## config.mk

```make
export PLATFORM = sky130hd
export DESIGN_NAME = crc8_checked_frame_receiver
export DESIGN_NICKNAME = d
export VERILOG_FILES = /design/src/rtl/core/crcfr_pkg.sv /design/src/rtl/core/crcfr_cfg.sv /design/src/rtl/core/crcfr_parser.sv /design/src/rtl/core/crcfr_out_reg.sv /design/src/rtl/core/crc8_checked_frame_receiver.sv
export SDC_FILE = /design/constraint.sdc
export NUM_CORES = 1
export LEC_CHECK = 0
export BUFFER_PORTS_ARGS = -buffer_cell sky130_fd_sc_hd__buf_2
export CORE_UTILIZATION = 45
export DETAILED_ROUTE_END_ITERATION = 8
export SYNTH_ARGS = -nofsm -noshare
export SYNTH_HDL_FRONTEND = slang
export SYNTH_HIERARCHICAL = 1
export SYNTH_SLANG_ARGS = --single-unit
```

## constraint.sdc

```tcl
create_clock -name clk -period 5.4 [get_ports clk]
set_input_delay 0.81 -clock clk [delete_from_list [all_inputs] [get_ports clk]]
set_output_delay 0.81 -clock clk [all_outputs]
set_load 0.05 [all_outputs]
```

## src/rtl/core/crcfr_pkg.sv

```systemverilog
// crcfr_pkg: shared types, constants and the crc-8 byte update for the frame receiver
// no dependencies
`timescale 1ns / 1ps

package crcfr_pkg;

	localparam int unsigned BYTE_W   = 8;
	localparam int unsigned VALUE_W  = 16;
	localparam int unsigned STATUS_W = 3;
	localparam int unsigned POS_W    = 3;
	localparam int unsigned CFG_IDX_W = 1;

	localparam logic [BYTE_W-1:0] HEADER_BYTE   = 8'h09;
	localparam logic [BYTE_W-1:0] CRC_INIT      = 8'hFF;
	localparam logic [BYTE_W-1:0] CRC_POLY      = 8'h31;
	localparam logic [BYTE_W-1:0] TRAILER_FIRST = 8'h01;
	localparam logic [BYTE_W-1:0] TRAILER_LAST  = 8'h23;

	localparam logic [BYTE_W-1:0] DATA_TYPE_RESET    = 8'h00;
	localparam logic [BYTE_W-1:0] COMMAND_TYPE_RESET = 8'h01;

	localparam logic [CFG_IDX_W-1:0] REG_DATA_TYPE    = 1'b0;
	localparam logic [CFG_IDX_W-1:0] REG_COMMAND_TYPE = 1'b1;

	// frame byte positions, hunt means waiting for the header
	typedef enum logic [POS_W-1:0] {
		POS_HUNT     = 3'd0,
		POS_TYPE     = 3'd1,
		POS_VALUE_HI = 3'd2,
		POS_VALUE_LO = 3'd3,
		POS_CRC      = 3'd4,
		POS_TRAIL_0  = 3'd5,
		POS_TRAIL_1  = 3'd6
	} pos_t;

	typedef enum logic [STATUS_W-1:0] {
		ST_SPEED   = 3'd0,
		ST_COMMAND = 3'd1,
		ST_UNKNOWN = 3'd2,
		ST_CRC     = 3'd3,
		ST_TRAILER = 3'd4
	} status_t;

	typedef struct packed {
		logic [BYTE_W-1:0] data_type_code;
		logic [BYTE_W-1:0] command_type_code;
	} cfg_t;

	typedef struct packed {
		status_t             frame_status;
		logic [VALUE_W-1:0]  frame_value;
	} result_t;

	// msb first, no reflection, no final xor
	function automatic logic [BYTE_W-1:0] crc_feed(input logic [BYTE_W-1:0] crc,
			input logic [BYTE_W-1:0] b);
		logic [BYTE_W-1:0] c;
		c = crc ^ b;
		for (int i = 0; i < BYTE_W; i++) begin
			if (c[BYTE_W-1]) begin
				c = {c[BYTE_W-2:0], 1'b0} ^ CRC_POLY;
			end else begin
				c = {c[BYTE_W-2:0], 1'b0};
			end
		end
		return c;
	endfunction

endpackage

```

## src/rtl/core/crcfr_cfg.sv

```systemverilog
// crcfr_cfg: type code registers written through the configuration port
// depends on crcfr_pkg
`timescale 1ns / 1ps

module crcfr_cfg import crcfr_pkg::*; (
	input  logic                 clk,
	input  logic                 arst_n,
	input  logic                 cfg_we,
	input  logic [CFG_IDX_W-1:0] cfg_index,
	input  logic [BYTE_W-1:0]    cfg_data,
	output cfg_t                 cfg
);

	logic [BYTE_W-1:0] data_type_code_q;
	logic [BYTE_W-1:0] command_type_code_q;

	always_ff @(posedge clk or negedge arst_n) begin
		if (!arst_n) begin
			data_type_code_q    <= DATA_TYPE_RESET;
			command_type_code_q <= COMMAND_TYPE_RESET;
		end else if (cfg_we) begin
			case (cfg_index)
				REG_DATA_TYPE:    data_type_code_q    <= cfg_data;
				REG_COMMAND_TYPE: command_type_code_q <= cfg_data;
				default: ;
			endcase
		end
	end

	assign cfg.data_type_code    = data_type_code_q;
	assign cfg.command_type_code = command_type_code_q;

endmodule

```

## src/rtl/core/crcfr_parser.sv

```systemverilog
// crcfr_parser: header hunt, frame collection, crc and trailer checks
// depends on crcfr_pkg; produces one result per completed frame
`timescale 1ns / 1ps

module crcfr_parser import crcfr_pkg::*; (
	input  logic              clk,
	input  logic              arst_n,
	input  cfg_t              cfg,
	input  logic              in_valid,
	output logic              in_stall,
	input  logic [BYTE_W-1:0] rx_byte,
	input  logic              res_ready,
	output logic              res_valid,
	output result_t           res
);

	pos_t               pos_q;
	logic [BYTE_W-1:0]  crc_q;
	logic [BYTE_W-1:0]  kind_q;
	logic [VALUE_W-1:0] value_q;
	logic               check_failed_q;
	logic               trailer_failed_q;

	logic               accept;
	logic [BYTE_W-1:0]  crc_next;
	logic               trailer_bad;

	// only the last frame byte needs room downstream
	assign in_stall = (pos_q == POS_TRAIL_1) && !res_ready;
	assign accept   = in_valid && !in_stall;

	assign crc_next    = crc_feed((pos_q == POS_HUNT) ? CRC_INIT : crc_q, rx_byte);
	assign trailer_bad = trailer_failed_q || (rx_byte != TRAILER_LAST);

	always_ff @(posedge clk or negedge arst_n) begin
		if (!arst_n) begin
			pos_q            <= POS_HUNT;
			crc_q            <= CRC_INIT;
			kind_q           <= '0;
			value_q          <= '0;
			check_failed_q   <= 1'b0;
			trailer_failed_q <= 1'b0;
		end else if (accept) begin
			case (pos_q)
				POS_TYPE: begin
					kind_q <= rx_byte;
					crc_q  <= crc_next;
					pos_q  <= POS_VALUE_HI;
				end
				POS_VALUE_HI: begin
					value_q <= {rx_byte, {BYTE_W{1'b0}}};
					crc_q   <= crc_next;
					pos_q   <= POS_VALUE_LO;
				end
				POS_VALUE_LO: begin
					value_q[BYTE_W-1:0] <= rx_byte;
					crc_q <= crc_next;
					pos_q <= POS_CRC;
				end
				POS_CRC: begin
					check_failed_q <= (rx_byte != crc_q);
					pos_q          <= POS_TRAIL_0;
				end
				POS_TRAIL_0: begin
					trailer_failed_q <= (rx_byte != TRAILER_FIRST);
					pos_q            <= POS_TRAIL_1;
				end
				POS_TRAIL_1: begin
					pos_q            <= POS_HUNT;
					crc_q            <= CRC_INIT;
					check_failed_q   <= 1'b0;
					trailer_failed_q <= 1'b0;
				end
				default: begin
					if (rx_byte == HEADER_BYTE) begin
						crc_q            <= crc_next;
						check_failed_q   <= 1'b0;
						trailer_failed_q <= 1'b0;
						pos_q            <= POS_TYPE;
					end else begin
						pos_q <= POS_HUNT;
					end
				end
			endcase
		end
	end

	assign res_valid = accept && (pos_q == POS_TRAIL_1);

	always_comb begin
		res.frame_value = value_q;
		if (check_failed_q) begin
			res.frame_status = ST_CRC;
		end else if (trailer_bad) begin
			res.frame_status = ST_TRAILER;
		end else if (kind_q == cfg.data_type_code) begin
			res.frame_status = ST_SPEED;
		end else if (kind_q == cfg.command_type_code) begin
			res.frame_status = ST_COMMAND;
		end else begin
			res.frame_status = ST_UNKNOWN;
		end
	end

endmodule

```

## src/rtl/core/crcfr_out_reg.sv

```systemverilog
// crcfr_out_reg: result register on the output channel
// depends on crcfr_pkg
`timescale 1ns / 1ps

module crcfr_out_reg import crcfr_pkg::*; (
	input  logic                clk,
	input  logic                arst_n,
	input  logic                res_valid,
	input  result_t             res,
	output logic                res_ready,
	output logic                out_valid,
	input  logic                out_stall,
	output logic [STATUS_W-1:0] frame_status,
	output logic [VALUE_W-1:0]  frame_value
);

	logic    valid_q;
	result_t res_q;

	assign res_ready = !valid_q || !out_stall;

	always_ff @(posedge clk or negedge arst_n) begin
		if (!arst_n) begin
			valid_q <= 1'b0;
		end else if (res_ready) begin
			valid_q <= res_valid;
		end
	end

	always_ff @(posedge clk) begin
		if (res_ready && res_valid) begin
			res_q <= res;
		end
	end

	assign out_valid    = valid_q;
	assign frame_status = res_q.frame_status;
	assign frame_value  = res_q.frame_value;

endmodule

```

## src/rtl/core/crc8_checked_frame_receiver.sv

```systemverilog
// crc8_checked_frame_receiver: top level of the crc-8 checked frame receiver
// depends on crcfr_pkg, crcfr_cfg, crcfr_parser, crcfr_out_reg
//
// Input channel: one received byte per transaction (in_valid, in_stall, rx_byte).
// Bytes are dropped until the header 0x09 is seen, then a seven-byte frame is
// collected: header, type, value high, value low, crc, 0x01, 0x23.
// Output channel: one transaction per frame (out_valid, out_stall, frame_status,
// frame_value); status 0 speed, 1 command, 2 unknown type, 3 crc, 4 trailer.
// Throughput: one byte every cycle while in_stall is low; the crc update runs on the header, type and value bytes.
// Latency: the result is valid in the cycle after the seventh frame byte.
// When the receiver stalls, the result waits in the output register and bytes
// keep being accepted; only a seventh frame byte is held off while it is full.
// Configuration: cfg_we with cfg_index 0 writes the data type code, index 1
// the command type code; write only while no frame is in progress.
// Reset: hunting for a header, type codes 0 and 1, output empty.
`timescale 1ns / 1ps

module crc8_checked_frame_receiver import crcfr_pkg::*; (
	input  logic                 clk,
	input  logic                 arst_n,
	input  logic                 in_valid,
	output logic                 in_stall,
	input  logic [BYTE_W-1:0]    rx_byte,
	output logic                 out_valid,
	input  logic                 out_stall,
	output logic [STATUS_W-1:0]  frame_status,
	output logic [VALUE_W-1:0]   frame_value,
	input  logic                 cfg_we,
	input  logic [CFG_IDX_W-1:0] cfg_index,
	input  logic [BYTE_W-1:0]    cfg_data
);

	cfg_t    cfg;
	logic    res_valid;
	logic    res_ready;
	result_t res;

	crcfr_cfg u_cfg (
		.clk       (clk),
		.arst_n    (arst_n),
		.cfg_we    (cfg_we),
		.cfg_index (cfg_index),
		.cfg_data  (cfg_data),
		.cfg       (cfg)
	);

	crcfr_parser u_parser (
		.clk       (clk),
		.arst_n    (arst_n),
		.cfg       (cfg),
		.in_valid  (in_valid),
		.in_stall  (in_stall),
		.rx_byte   (rx_byte),
		.res_ready (res_ready),
		.res_valid (res_valid),
		.res       (res)
	);

	crcfr_out_reg u_out_reg (
		.clk          (clk),
		.arst_n       (arst_n),
		.res_valid    (res_valid),
		.res          (res),
		.res_ready    (res_ready),
		.out_valid    (out_valid),
		.out_stall    (out_stall),
		.frame_status (frame_status),
		.frame_value  (frame_value)
	);

endmodule
```

==> After elaboration in Yosys (flattened, before gate mapping) <==
Cells that the tools add are included.
{ "classes": {"eq_ne": 12, "mux": 20, "n_bitwise": 13, "n_reduce_logical": 27} }
{ "ops": {"columns": ["op", "count"], "rows": [
  ["6-bit 2-to-1 mux", 8],
  ["3-bit NOT", 8],
  ["8-bit one-hot mux with 3 select lines", 1],
  ["3-bit one-hot mux with 6 select lines", 1],
  ["8-bit equality test", 2],
  ["8-bit 2-to-1 mux", 2],
  ["8-bit one-hot mux with 2 select lines", 1],
  ["2-bit AND reduction", 5],
  ["3-bit equality test, second input constant", 3],
  ["3-bit AND reduction", 3],
  ["3-bit nonzero test", 3],
  ["8-bit by 4-bit equality test with 1-bit output, second input constant", 1],
  ["8-bit by 1-bit != test with 1-bit output, second input constant", 1],
  ["8-bit by 6-bit != test with 1-bit output, second input constant", 1],
  ["8-bit != test", 1],
  ["4-bit OR reduction", 2],
  ["8-bit XOR", 1],
  ["3-bit by 2-bit equality test with 1-bit output, second input constant", 2],
  ["3-bit 2-to-1 mux", 2],
  ["1-bit one-hot mux with 3 select lines", 2],
  ["1-bit logical AND", 4],
  ["1-bit zero test", 4],
  ["1-bit NOT", 4],
  ["3-bit by 1-bit equality test with 1-bit output, second input constant", 1],
  ["other kinds (7)", 9]
]} }
{ "totals": {"register_bits": 73, "output_inout_bits": 21} }

==> Logic depth before layout (Yosys ltp) <==
{ "logic_depth": {"word_depth": 21, "mapped_depth": 7, "mapped_depth_nobuf": 5} }

==> By module <==
Netlist, hierarchy kept.
{ "modules_own_cells": {"columns": ["mod", "n_inst", "cells_per_inst", "area_each_um2", "seq_area_each_um2"], "rows": [
  ["crcfr_parser", 1, 225, 2351.0, 935.9],
  ["crcfr_cfg", 1, 35, 643.1, 401.6],
  ["crcfr_out_reg", 1, 23, 618.1, 595.6]
]} }

==> Worst setup path after synthesis <==
Ideal clock, no wire load.
{ "synth_timing": {"path_kind": "input-to-output", "from": "input port out_stall", "to": "output port in_stall", "arrival_time_ns": 1.557, "path_slack_ns": 3.033, "cell_stages": 2, "cell_sequence": "nand2_1 nor2_1"} }
{ "synth_between": {"elab_chain_len": 4} }
{ "synth_rtl": {"columns": ["element", "line", "text"], "rows": [
  ["start, declared", "crc8_checked_frame_receiver.sv:25", "input logic out_stall,"],
  ["1-bit zero test", "crcfr_out_reg.sv:20", "assign res_ready = !valid_q || !out_stall;"],
  ["1-bit logical OR", "crcfr_out_reg.sv:20", null],
  ["1-bit zero test", "crcfr_parser.sv:29", "assign in_stall = (pos_q == POS_TRAIL_1) && !res_ready;"],
  ["1-bit logical AND", "crcfr_parser.sv:29", null],
  ["end, declared", "crc8_checked_frame_receiver.sv:22", "output logic in_stall,"]
]} }
No other way between the ends.

==> Worst setup path after layout <==
{ "layout_timing": {"from": "register u_parser.pos_q[0]", "to": "register u_out_reg.res_q, in the netlist u_out_reg/frame_status[2] (enable)"} }
{ "layout_between": {"elab_chain_len": 6} }
{ "layout_rtl": {"columns": ["element", "line", "text"], "rows": [
  ["start, declared", "crcfr_parser.sv:17", "pos_t pos_q;"],
  ["start signal, assigned", "crcfr_parser.sv:37", "pos_q <= POS_HUNT;"],
  ["start signal, assigned", "crcfr_parser.sv:48", "pos_q <= POS_VALUE_HI;"],
  ["start signal, assigned", "crcfr_parser.sv:53", "pos_q <= POS_VALUE_LO;"],
  ["3-bit equality test (*)", "crcfr_parser.sv:29, crcfr_parser.sv:88", null],
  ["1-bit logical AND", "crcfr_parser.sv:29", null],
  ["1-bit zero test", "crcfr_parser.sv:30", "assign accept = in_valid && !in_stall;"],
  ["1-bit logical AND", "crcfr_parser.sv:30", null],
  ["1-bit logical AND (*)", "crcfr_parser.sv:88", "assign res_valid = accept && (pos_q == POS_TRAIL_1);"],
  ["via res_valid", "crc8_checked_frame_receiver.sv:34", "logic res_valid;"],
  ["1-bit logical AND (*)", "crcfr_out_reg.sv:31", "if (res_ready && res_valid) begin"],
  ["end signal, assigned", "crcfr_out_reg.sv:32", "res_q <= res;"],
  ["end, declared", "crcfr_out_reg.sv:18", "result_t res_q;"]
]} }
The timed path passes the listed nets; every way through them passes the cells marked *.
A chain may end at the register's enable or synchronous reset.

==> metrics <==
fin util a little over half; reg2reg setup slack approximately 2600 ps; Crit-path slowest cell a21boi_2; Slew HR approximately 31%; final wirelength between 6000 and 7000 µm; Die Span Y just over 90 µm; CP startpoint kind register; Port-buffer cells 42; largest net degree at the start of global routing 55; ANT cells 0; Mapped Cells 283; Final Setup Violations 0; commonest non-fill, non-tap cell in the layout dfrtp_1; I/O pins 43; vias in the first global route 2235; final antenna-violating net count 0; clk_lat worst skew 340 ps; row count 32; Top delay family on crit path compound AO/OA/AOI/OAI gates; PwrDens 545 mW/mm²; Net Count, Synth 305; required time of the worst setup path 5360 ps; clk root buf clkbuf_8; Worst setup EP type register; DRC violations left 0; maximum vdd drop 227 µV; placed cell areas 0.00385 mm²; cell area after synthesis between 0.003 and 0.004 mm²; Worst Tran Pin Value a little over 1000 ps; Top FF cell, synth dfrtp_1; iteration-0 DRC count of the detailed router 101; drt wl/cell 16.0 µm; Slowest Stage Delay on Critical Path 810 ps; Sink Count 73; Die Area 0.00839 mm²; Post-CTS Setup Repair Bufs 0; WP buf/inv 1; Final TNS setup 0 ps; Critical Path AT 2720 ps; effective utilization at floorplan 46.7%; global-route wire length before repair 11400 µm; worst slack, placed approximately 2600 ps; fin crit share ~51%; DR pass1 iterations 4; core area 0.00773 mm²; GRT overflow 0; FMAX roughly 360 MHz; Seq cells post-synth 73; Design Area, Final 0.00405 mm²; # H-tree levels 3; synthesized area per cell 12.8 µm²; Placer Congestion 0.787; skew final between 8 and 9 ps; Vias between 2000 and 2500; fin. max-slew vios 0; Synth Warn # 6; status complete, no violations; Lkg Pwr 1.72 nW; CTS tree done; Avg Vias per Cell between 5 and 6; max-cap violations 0; hold_ws 442 ps; RSZ-0062 raised after global routing no; share of layout cells above drive strength 1 34.8%; area growth from synthesis to layout 12.1%; nets@finish 342; CTS buffer count 9; Setup CP Type reg -> reg; endpoints failing hold 0; Setup WS post-layout 2640 ps; Worst Hold Class reg -> reg; Synth cell types 50; clock buffer depth 2; critical path cell sequence inv_1 > nand3_1 > o21ai_1 > nor2_1 > a21boi_2; Post-synth EDFFs 19; DIE WIDTH 91.6 µm; Hold-fix buffers, CTS 0; Seq/Total Area, Yosys 53.5%; Worst-path clk slew 80 ps; fin crit period 2760 ps; post-DP HPWL 4690 µm; CTS resizes 0; GRT Total Usage 18.1%; antenna violations before repair 0; most frequent cells in the layout dfrtp_1 (45), buf_2 (42), xor2_1 (31), nand2_1 (29), mux2_2 (26); ys async rst share 74.0%; Crit Path Max Fanout 19
-- sequential cells by signal, indices dropped and copies added, names as in the netlist --
register                   count
u_out_reg/out_valid            1
u_parser/trailer_failed_q      1
u_out_reg/frame_status         3
u_parser/pos_q                 3
u_parser/kind_q                8
u_parser/value_q              16
u_parser/crc_q                 8
u_parser/check_failed_q        1
u_cfg/command_type_code_q      8
u_cfg/data_type_code_q         8
u_out_reg/frame_value         16
-- where the power goes --
group	internal [mW]	leakage (nW)	switching [mW]	total, mW
Clock	0.225	0.0953	0.199	0.423
Combinational	0.449	0.802	0.384	0.833
Sequential	0.775	0.822	0.177	0.952
-- cells in the mapped netlist, drive strengths merged (2+ instances only) --
master   number  share of area [%]
nand2        30                3.2
clkbuf        5               0.52
a2bb2oi       6                1.5
a21oi         2               0.28
inv           3               0.31
xor2         31                7.5
a21boi        2               0.52
a21o          2               0.42
nor4          7                1.6
dfstp         9                6.5
nand2b        2               0.35
o31ai         2               0.42
nor2b         2               0.55
nor2         16                1.7
nor3          5                1.1
edfxtp       19                 16
o22a          2               0.55
buf          12                2.4
mux2         34                 11
nand3         2               0.28
xnor3         5                3.1
o21ai        13                1.8
xnor2        14                3.6
dfrtp        45                 31
-- worst paths after layout --
path,startpoint,to,cells past startpoint
worst max-delay path,u_parser/pos_q[0]$_DFFE_PN0P_,u_out_reg/frame_status[2]$_DFFE_PP_,5
worst min-delay path,u_parser/value_q[13]$_DFFE_PN0P_,u_out_reg/frame_value[13]$_DFFE_PP_,0
worst max register to register,u_parser/pos_q[0]$_DFFE_PN0P_,u_out_reg/frame_status[2]$_DFFE_PP_,5
worst min register to register,u_parser/value_q[13]$_DFFE_PN0P_,u_out_reg/frame_value[13]$_DFFE_PP_,0
max in group asynchronous,arst_n,u_parser/kind_q[1]$_DFFE_PN0P_,2
min in group asynchronous,arst_n,u_cfg/command_type_code_q[3]$_DFFE_PN0P_,2
-- logic make-up after synthesis --
family                    share of synthesized area, %
DFF                                               53.5
AOI/OAI and AO/OA                                 7.69
xor gates and xnor gates                          14.2
and+or+nand+nor                                   9.91
muxes                                             11.4
buffers and inverters                             3.22
-- layer usage --
| metal | vias up | share of wire, % | track usage (%) |
|---|---|---|---|
| met5 | - | 0 | 0 |
| met4 | 0 | 1.0 | 7.14 |
| met3 | 6 | 2.5 | 3.35 |
| met2 | 42 | 48 | 29.3 |
| met1 | 1084 | 48 | 23.9 |
| li1 | 1064 | - | - |
-- cell type report --
cell class | count | area [µm²]
sequential | 73 | 1930
fill | 716 | 3680
multi-input combinational | 190 | 1560
clock inverter | 5 | 55.1
timing repair buffer | 43 | 218
clock buffer | 11 | 141
inverter | 3 | 11.3
tap | 102 | 128
-- per-stage QoR --
| step | power [mW] | cells |
|---|---|---|
| CTS | 2.23 | 427 |
| detailed placement | 1.80 | 411 |
| floorplan | 1.64 | 283 |
| global placement | 1.78 | 411 |
| global route | 2.35 | 427 |
| finish | 2.21 | 427 |
Note: power is estimated with default switching activity, not from simulation.
